==> config.mk <==
export PLATFORM = sky130hd
export DESIGN_NAME = tia_queue
export DESIGN_NICKNAME = d
export VERILOG_FILES = /design/src/tia_pkg.sv /design/src/tia_queue.sv
export SDC_FILE = /design/constraint.sdc
export NUM_CORES = 1
export LEC_CHECK = 0
export BUFFER_PORTS_ARGS = -buffer_cell sky130_fd_sc_hd__buf_2
export CORE_ASPECT_RATIO = 1.5
export CORE_UTILIZATION = 30
export DETAILED_ROUTE_END_ITERATION = 7
export PLACE_DENSITY = 0.49
export SLEW_MARGIN = 20
export SYNTH_ARGS = -nofsm -noshare
export SYNTH_HDL_FRONTEND = slang
export SYNTH_SLANG_ARGS = --single-unit
==> constraint.sdc <==
create_clock -name clk -period 4.6 [get_ports clk]
set_input_delay 0.23 -clock clk [delete_from_list [all_inputs] [get_ports clk]]
set_output_delay 0.23 -clock clk [all_outputs]
set_load 0.005 [all_outputs]
==> src/tia_pkg.sv <==
// Shared types and constants for track id association.
// No dependencies.
`default_nettype none
package tia_pkg;
  localparam int HistDepth = 16;
  localparam int FrameMax  = 16;
  localparam int CoordBits = 14;
  localparam int HIDX_W    = $clog2(HistDepth);
  localparam int HCNT_W    = $clog2(HistDepth + 1);
  localparam int FIDX_W    = $clog2(FrameMax);
  localparam int FCNT_W    = $clog2(FrameMax + 1);
  localparam int D2_W      = 2 * CoordBits + 3;
  localparam int QDEPTH    = 2;

  localparam logic ACT_DETECT = 1'b0;
  localparam logic ACT_FRAME  = 1'b1;

  localparam logic [1:0] CFG_MATCH = 2'd0;
  localparam logic [1:0] CFG_GAP   = 2'd1;
  localparam logic [1:0] CFG_AGE   = 2'd2;

  typedef logic signed [CoordBits-1:0] coord_t;

  typedef struct packed {
    logic        action;
    coord_t      x;
    coord_t      y;
    coord_t      z;
    logic [31:0] now;
  } item_t;

  typedef struct packed {
    logic [15:0] track_id;
    logic        is_new;
    logic [4:0]  hcount;
    logic        overflow;
  } res_t;

  function automatic logic [D2_W-1:0] sqd(input coord_t a, input coord_t b);
    logic [CoordBits:0] d;
    logic [CoordBits:0] m;
    logic [D2_W-1:0] u;
    d = {a[CoordBits-1], a} - {b[CoordBits-1], b};
    m = d[CoordBits] ? -d : d;
    u = D2_W'(m);
    return u * u;
  endfunction
endpackage
`default_nettype wire

==> src/tia_queue.sv <==
// Short item queue between front and back parts.
// Depends on tia_pkg.
`default_nettype none
module tia_queue import tia_pkg::*; (
  input  wire   clk,
  input  wire   rst_n,
  input  wire   wr_en,
  input  wire   item_t wr_data,
  output logic  full,
  input  wire   rd_en,
  output item_t rd_data,
  output logic  empty
);
  item_t mem [QDEPTH];
  logic [$clog2(QDEPTH):0] wp_r, rp_r;
  localparam int PW = $clog2(QDEPTH);

  assign empty   = (wp_r == rp_r);
  assign full    = (wp_r[PW] != rp_r[PW]) && (wp_r[PW-1:0] == rp_r[PW-1:0]);
  assign rd_data = mem[rp_r[PW-1:0]];

  always_ff @(posedge clk) begin
    if (wr_en) mem[wp_r[PW-1:0]] <= wr_data;
    if (!rst_n) begin
      wp_r <= '0;
      rp_r <= '0;
    end else begin
      if (wr_en) wp_r <= wp_r + 1'b1;
      if (rd_en) rp_r <= rp_r + 1'b1;
    end
  end
endmodule
`default_nettype wire

==> results by group <==
Floorplanning
  – Core area: 19100 µm²
  – Cell Rows: 62
  – Die W: 116 µm
  – I/O pin count: 156
  – Initial Util: 30.6%
  – Die Height: 173 µm
  – Full die area: 20000 µm²

Pwr
  – Comb pwr share: 10.1%
  – Psw: 0.000698 W
  – Switching part of the total: 20.6%
  – Leak: 3.19 nW
  – Clock power frac: 40.5%
  – Pwr Density: 411 nW/µm²
  – Flop pwr share: 49.4%
  – Internal Pwr Total: 0.00269 W
  – Maximum VDD drop: 0.000175 V

Logic synthesis
  – Synthesized instance count: 256
  – Synth Net Count: 335
  – Async SR Flop Fraction: 0%
  – Main synth FF type: edfxtp_1
  – Number of synthesized flops with an enable pin: 150
  – Cell area after synthesis: 5830 µm²
  – Warnings from Yosys: 0
  – Sequential area share after synthesis: 79.0%
  – Average instance area after synthesis: 22.8 µm²
  – Netlist cell types: 17
  – #FFs+latches synth: 155

Detailed routing
  – DR vias: 3179
  – Routed wire per std cell: 14.2 µm
  – DRC errors left: 0
  – Pre-antenna DRT Iters: 4
  – DR vias/cell: 4.14
  – 1st-iter DRT viols: 102
  – Antenna-violating nets left: 0
  – Routed Wire Length: 10900 µm

Clocking
  – Clock transition at path regs: 0.06 ns
  – CTS Buf Count: 17
  – Root buffer cell: clkbuf_16
  – Buffer count from post-CTS setup fixing: 0
  – H-tree levels: 4
  – CTS tree: built
  – Clock Tree Buf Depth: 2
  – Clk_lat worst skew: 0.42 ns
  – Clk sink count: 155

Final layout
  – Final #Nets: 579
  – Layout cells sized above 1: 51.0%
  – # diodes: 0
  – Most common cell after layout, fill and taps aside: buf_2
  – Most frequent cells in the layout: buf_2 (155), edfxtp_1 (150), dlygate4sd3_1 (75)
  – Area grow syn2layout: 41.1%

Critical path
  – Crit path required time: 4.37 ns
  – Crit path DAT: 2.40 ns
  – CP max stage delay: 1.02 ns
  – Critical path type: reg -> out
  – Max Fanout on Critical Path: 59
  – Type of origin of the critical path: flop
  – CP endpoint kind: output port
  – Crit-path cells: buf_4 > mux2_2 > buf_2
  – Slowest stage cell, crit path: dfxtp_4

STA
  – Clk_skew: 0.00842 ns
  – Final setup vio count: 0
  – RSZ-0062 raised after global routing: no
  – Setup TNS: 0 ns
  – Final period utilization: 57.2%
  – Final Max Slew Viols: 0
  – Maximum clock rate: 380 MHz
  – Slew headroom: 30.5%
  – Final hold violation count: 0
  – Worst-Margin Slew: 1.04 ns
  – Min cycle time layout: 2.63 ns
  – Final WS setup: 1.97 ns

Status
  – Status: finished, final reports clean

Placement
  – Post-DP HPWL: 6600 µm
  – GP Congestion: 0.712
  – Pre-CTS setup slack: 2.35 ns
  – IO Port Bufs: 155

GRT
  – Largest net degree at the start of global routing: 77
  – Vias in the first global route: 3515
  – First-pass GRT wire length: 17200 µm
  – Tot GR Track Use: 11.7%
  – Antenna violations before repair: 0
  – Global route overflow: 0

Job
  – Max cap viols: 0

Min path
  – Hold Path Class: in -> reg
## metrics by stage
step | hold WS [ns] | total power, W | util (%) | std cells | cell area (µm²)
3_3_place_gp | 0.417 | 0.00199 | 36.0 | 661 | 6880
3_5_place_dp | 0.421 | 0.00200 | 36.0 | 661 | 6880
4_1_cts | 0.0787 | 0.00344 | 43.0 | 767 | 8210
5_1_grt | 0.0829 | 0.00352 | 43.1 | 768 | 8230
6_report | 0.0994 | 0.00338 | 43.1 | 768 | 8230
2_1_floorplan | 0.329 | 0.00187 | - | 256 | 5830
## worst max-delay path, delay by kind of cell (launching register included)
| family | cells | cell delay [ns] |
|---|---|---|
| buffers and inverters | 2 | 0.57 |
| flip-flops | 1 | 1.02 |
| multiplexers | 1 | 0.37 |
## power groups by stage
stage                     registers [W]  logic [W]  clock network (W)
after detailed placement        0.00171   0.000296                  0
after global routing            0.00168   0.000372            0.00147
after global placement          0.00170   0.000292                  0
after floorplan                 0.00168   0.000188                  0
after CTS                       0.00168   0.000348            0.00142
final                           0.00167   0.000342            0.00137
## cells by family (layout without fill, tap and decap cells)
kind of cell,count (synthesis),after routing,synth area share (%)
simple gates,12,12,1.16
compound gates,2,2,0.215
flops,155,155,79.0
buf+inv,8,264,1.33
xor+xnor,3,3,0.451
mux,76,76,17.9
## cell type report
type | instances | area (µm²)
clock buffer | 17 | 425
multi-input combinational | 93 | 1160
clock inverter | 14 | 154
timing repair buffer | 233 | 1560
sequential | 155 | 4610
fill | 1813 | 10900
tap | 256 | 320
## what timing repair did
item | 4_1_cts | 5_1_grt
gates resized for setup | 0 | 0
hold buffers | 75 | 0
endpoints found under the hold margin | 150 | 0
## final timing paths
path	startpoint	to	slack, ns	cells after the start
max	flop	rd_data[62]	1.97	3
min	rst_n	wp_r[0]	0.1	2
min reg2reg	wp_r[1]	wp_r[1]	0.49	2
max reg2reg	wp_r[0]	mem[0][37]	2.87	2
## routing by layer
| layer | vias to the layer above | global-route usage, % | part of all wire (%) |
|---|---|---|---|
| met1 | 1577 | 10.8 | 37 |
| met4 | 0 | 6.36 | 2.4 |
| li1 | 1500 | - | - |
| met5 | - | 0 | 0 |
| met2 | 84 | 21.8 | 56 |
| met3 | 18 | 4.14 | 4.7 |
## flip-flops by register name (all words and copies together) (netlist names), named ones only
register / flops
mem: 150
rp_r: 2
wp_r: 2
## cells in the mapped netlist (all sizes together) (2+ instances only)
library cell	instances	share of area (%)
and2	3	0.32
dfxtp	5	1.7
buf	8	1.3
nor2b	3	0.32
mux2	75	18
edfxtp	150	77
nand2	3	0.19
xor2	2	0.30
Power figures use the tool's default switching activity.
