[config.mk]
export PLATFORM = sky130hd
export DESIGN_NAME = tia_front
export DESIGN_NICKNAME = d
export VERILOG_FILES = /design/src/tia_pkg.sv /design/src/tia_front.sv
export SDC_FILE = /design/constraint.sdc
export NUM_CORES = 1
export LEC_CHECK = 0
export BUFFER_PORTS_ARGS = -buffer_cell sky130_fd_sc_hd__buf_2
export CORE_ASPECT_RATIO = 0.75
export CORE_MARGIN = 3
export CORE_UTILIZATION = 40
export DETAILED_ROUTE_END_ITERATION = 16
export PLACE_DENSITY_LB_ADDON = 0.25
export SLEW_MARGIN = 20
export SYNTH_ARGS = -nofsm -noshare
export SYNTH_HDL_FRONTEND = slang
export SYNTH_SLANG_ARGS = --single-unit
[constraint.sdc]
create_clock -name clk -period 2.4 [get_ports clk]
set_input_delay 0.24 -clock clk [delete_from_list [all_inputs] [get_ports clk]]
set_output_delay 0.24 -clock clk [all_outputs]
set_load 0.02 [all_outputs]
[src/tia_pkg.sv]
// Shared types and constants for track id association.
// No dependencies.
`default_nettype none
package tia_pkg;
  localparam int HistDepth = 16;
  localparam int FrameMax  = 16;
  localparam int CoordBits = 14;
  localparam int HIDX_W    = $clog2(HistDepth);
  localparam int HCNT_W    = $clog2(HistDepth + 1);
  localparam int FIDX_W    = $clog2(FrameMax);
  localparam int FCNT_W    = $clog2(FrameMax + 1);
  localparam int D2_W      = 2 * CoordBits + 3;
  localparam int QDEPTH    = 2;

  localparam logic ACT_DETECT = 1'b0;
  localparam logic ACT_FRAME  = 1'b1;

  localparam logic [1:0] CFG_MATCH = 2'd0;
  localparam logic [1:0] CFG_GAP   = 2'd1;
  localparam logic [1:0] CFG_AGE   = 2'd2;

  typedef logic signed [CoordBits-1:0] coord_t;

  typedef struct packed {
    logic        action;
    coord_t      x;
    coord_t      y;
    coord_t      z;
    logic [31:0] now;
  } item_t;

  typedef struct packed {
    logic [15:0] track_id;
    logic        is_new;
    logic [4:0]  hcount;
    logic        overflow;
  } res_t;

  function automatic logic [D2_W-1:0] sqd(input coord_t a, input coord_t b);
    logic [CoordBits:0] d;
    logic [CoordBits:0] m;
    logic [D2_W-1:0] u;
    d = {a[CoordBits-1], a} - {b[CoordBits-1], b};
    m = d[CoordBits] ? -d : d;
    u = D2_W'(m);
    return u * u;
  endfunction
endpackage
`default_nettype wire

[src/tia_front.sv]
// Front part: configuration registers and input acceptance into the queue.
// Depends on tia_pkg.
`default_nettype none
module tia_front import tia_pkg::*; (
  input  wire         clk,
  input  wire         rst_n,
  input  wire         cfg_valid,
  output logic        cfg_ready,
  input  wire  [1:0]  cfg_index,
  input  wire  [15:0] cfg_data,
  output logic [12:0] match_mm,
  output logic [15:0] gap_ms,
  output logic [15:0] age_ms,
  input  wire         in_push,
  output logic        in_full,
  input  wire  item_t in_item,
  output logic        q_wr,
  output item_t       q_data,
  input  wire         q_full
);
  logic [12:0] match_r;
  logic [15:0] gap_r, age_r;
  assign cfg_ready = 1'b1;
  assign match_mm = match_r;
  assign gap_ms = gap_r;
  assign age_ms = age_r;
  assign in_full = q_full;
  assign q_wr = in_push && !q_full;
  assign q_data = in_item;

  always_ff @(posedge clk) begin
    if (!rst_n) begin
      match_r <= 13'd1200; gap_r <= 16'd1200; age_r <= 16'd1000;
    end else if (cfg_valid) begin
      case (cfg_index)
        CFG_MATCH: match_r <= cfg_data[12:0];
        CFG_GAP:   gap_r <= cfg_data;
        CFG_AGE:   age_r <= cfg_data;
        default: ;
      endcase
    end
  end
endmodule
`default_nettype wire

==> run_results.csv <==
group,metric,value,unit
run_status,status,"finished, final reports clean",
place,placed_area,2170,sq um
hold_path,hold_end,"age_ms[4]",
grt,grt-ovfl-total,0,
cells_and_area,final_cell_area,2250,sq um
critical_path,timing.rr.end,"gap_ms[10]",
floorplanning,ios,221,
cells_and_area,layout-drive-gt1-share,32.1,%
place,pre_cts_ws,969,ps
timing,holdWs,198,ps
timing,fin_crit,1130,ps
timing,slew-limit-headroom,50.0,%
logic_synthesis,syn_avg_cell_area,9.29,sq um
place,io_buffers,69,
logic_synthesis,synth_warnings,0,
hold_path,hp-class,"in -> reg",
floorplanning,die_width,94.9,microns
logic_synthesis,synth-seq-cells,45,
critical_path,worst-r2r-cell-count,2,
timing,finalWorstSetupSlack,1270,ps
critical_path,r2r-start,"gap_ms[10]",
logic_synthesis,synth_top_area_share,38.0,%
timing,worst_pin_slew,747,ps
place,dpl.hpwl,3.33,mm
power,peakVddDrop,0.232,mV
clock_tree,tritoncts,"built",
cells_and_area,areaGrowthSynthToFinish,-4.91,%
grt,antenna_found_initial,0,
floorplanning,die_h,72.6,microns
cells_and_area,final_core_util,40.8,%
timing,rsz0062_at_grt,"false",
cells_and_area,final_common_cell,"buf_2",
clock_tree,cts-htree-levels,2,
grt,grt_max_degree,34,
logic_synthesis,synth_cell_type_count,17,
timing,post-route-period-util,47.1,%
clock_tree,numCtsBuffers,5,
logic_synthesis,yosys.area.top_type,"dfxtp_1",
grt,grt_usage,13.4,%
route,ant_nets,0,
floorplanning,coreArea,5530,sq um
route,drt_iter0_markers,41,
logic_synthesis,ys_seq_area_share,38.0,%
logic_synthesis,synth.cell_area,2370,sq um
critical_path,crit_path_start_kind,"primary input",
hold_path,whs_path_depth,3,
timing,final_hold_viol_count,0,
clock_tree,cts_root_buf,"clkbuf_8",
power,power.density,630,nW/um^2
critical_path,critPathRequiredTime,2630,ps
route,wl_per_cell,14.5,microns
hold_path,min_from,"cfg_data[4]",
route,drtPass1Iterations,3,
route,routed_wirelength,4.60,mm
clock_tree,clk_pin_slew,80,ps
cells_and_area,nets,340,
route,routed_via_density,4.56,
route,num_vias,1451,
clock_tree,cts_buffer_depth,2,
power,leakage,1.10,nW
timing,drv_slew,0,
timing,fin_worst_skew,0,ps
grt,grt_pass1_wl,7.10,mm
place,place.gp.congestion,0.709,
logic_synthesis,synthCells,255,
clock_tree,cts_setup_buffers,0,
cells_and_area,diodes,0,
floorplanning,die_area,6890,sq um
clock_tree,clock-sinks,45,
critical_path,criticalPathCategory,"in -> reg",
grt,grt_pass1_vias,1385,
critical_path,cp-startpoint,"cfg_index[1]",
critical_path,worst-r2r-setup-slack,1770,ps
route,drc,0,
critical_path,end_kind,"flip-flop",
timing,fmax,884,MHz
cells_and_area,final_cell_mix,"69 x buf_2, 45 x nand2_1, 45 x dfxtp_1, 41 x mux2i_1, 15 x nor2b_1",
clock_tree,insertion_delay,290,ps
clock_tree,cts_hold_buf,0,
critical_path,cp.arrival,1360,ps
floorplanning,fp-row-count,23,
timing,finalSetupViolCount,0,
run,timing.max_cap.violations,0,
critical_path,cp_max_fo,10,
logic_synthesis,synth_nets,353,
floorplanning,initial_utilization,42.9,%
logic_synthesis,synth.top_cells.by_area,"dfxtp_1 38%, buf_4 25%, mux2i_1 17%",
clock_tree,ctsResizeCount,0,
timing,setup-tns-final,0,ps
per-stage QoR:
step	power (mW)	instances
6_report	1.42	318
4_1_cts	1.44	318
5_1_grt	1.49	318
3_5_place_dp	0.987	310
3_3_place_gp	0.986	310
2_1_floorplan	1.11	255
power breakdown:
part           switching, mW  total (mW)  internal (mW)
clock                  0.244       0.451          0.207
sequential            0.0140       0.788          0.774
combinational          0.109       0.180         0.0702
total                  0.367        1.42           1.05
per-layer routing:
metal  vias up  global-route usage (%)  wire length (microns)  part of all wire (%)
li1        710                       -                      -                     -
met1       652                    18.0                   2160                    47
met2        67                    18.4                   1890                    41
met3        22                    6.08                    458                    10
met4         0                    6.08                     91                   2.0
met5         -                       0                      0                     0
state kept, by name, summed over array words and instances (netlist names):
signal    cells
age_ms       16
gap_ms       16
match_mm     13
worst max-delay path by stage:
stage | to | slack (ps) | depth (start not counted)
final | gap_ms[15] | 1270 | 4
after global placement | gap_ms[7] | 990 | 4
after CTS | gap_ms[15] | 1270 | 4
after detailed placement | gap_ms[0] | 970 | 4
after global routing | age_ms[2] | 1140 | 3
after floorplan | match_mm[5] | 1290 | 4
critical path, stage by stage:
cell and delay [ps]:
buf_2 150, and3b_1 460, buf_4 290, mux2i_1 210
area by class of cell:
| class | count | area [sq um] |
|---|---|---|
| Timing Repair Buffer | 71 | 373 |
| Clock buffer | 8 | 80.1 |
| Multi-Input combinational cell | 115 | 790 |
| Tap cell | 75 | 93.8 |
| Fill cell | 603 | 3270 |
| Inverter | 4 | 15.0 |
| Sequential cell | 45 | 901 |
cells by family (layout without fill, tap and decap cells):
kind of cell	Yosys count	count (layout)	synth area share (%)
multiplexers	41	41	17.3
flip-flops	45	45	38.0
other	1	1	0.158
AO/OA/AOI/OAI	4	4	1.27
buffers and inverters	95	83	28.6
AND/OR/NAND/NOR	69	69	14.6
cell usage after synthesis:
master	n
and3b_1	1
and3b_2	1
buf_2	2
buf_4	79
buf_6	3
clkbuf_1	7
conb_1	1
dfxtp_1	45
inv_1	4
mux2i_1	41
nand2_1	45
nand3b_1	1
nand4b_1	4
nor2b_1	15
nor3b_2	1
o211ai_1	4
or3b_1	1
No activity file was read; power rests on OpenSTA's default activity.
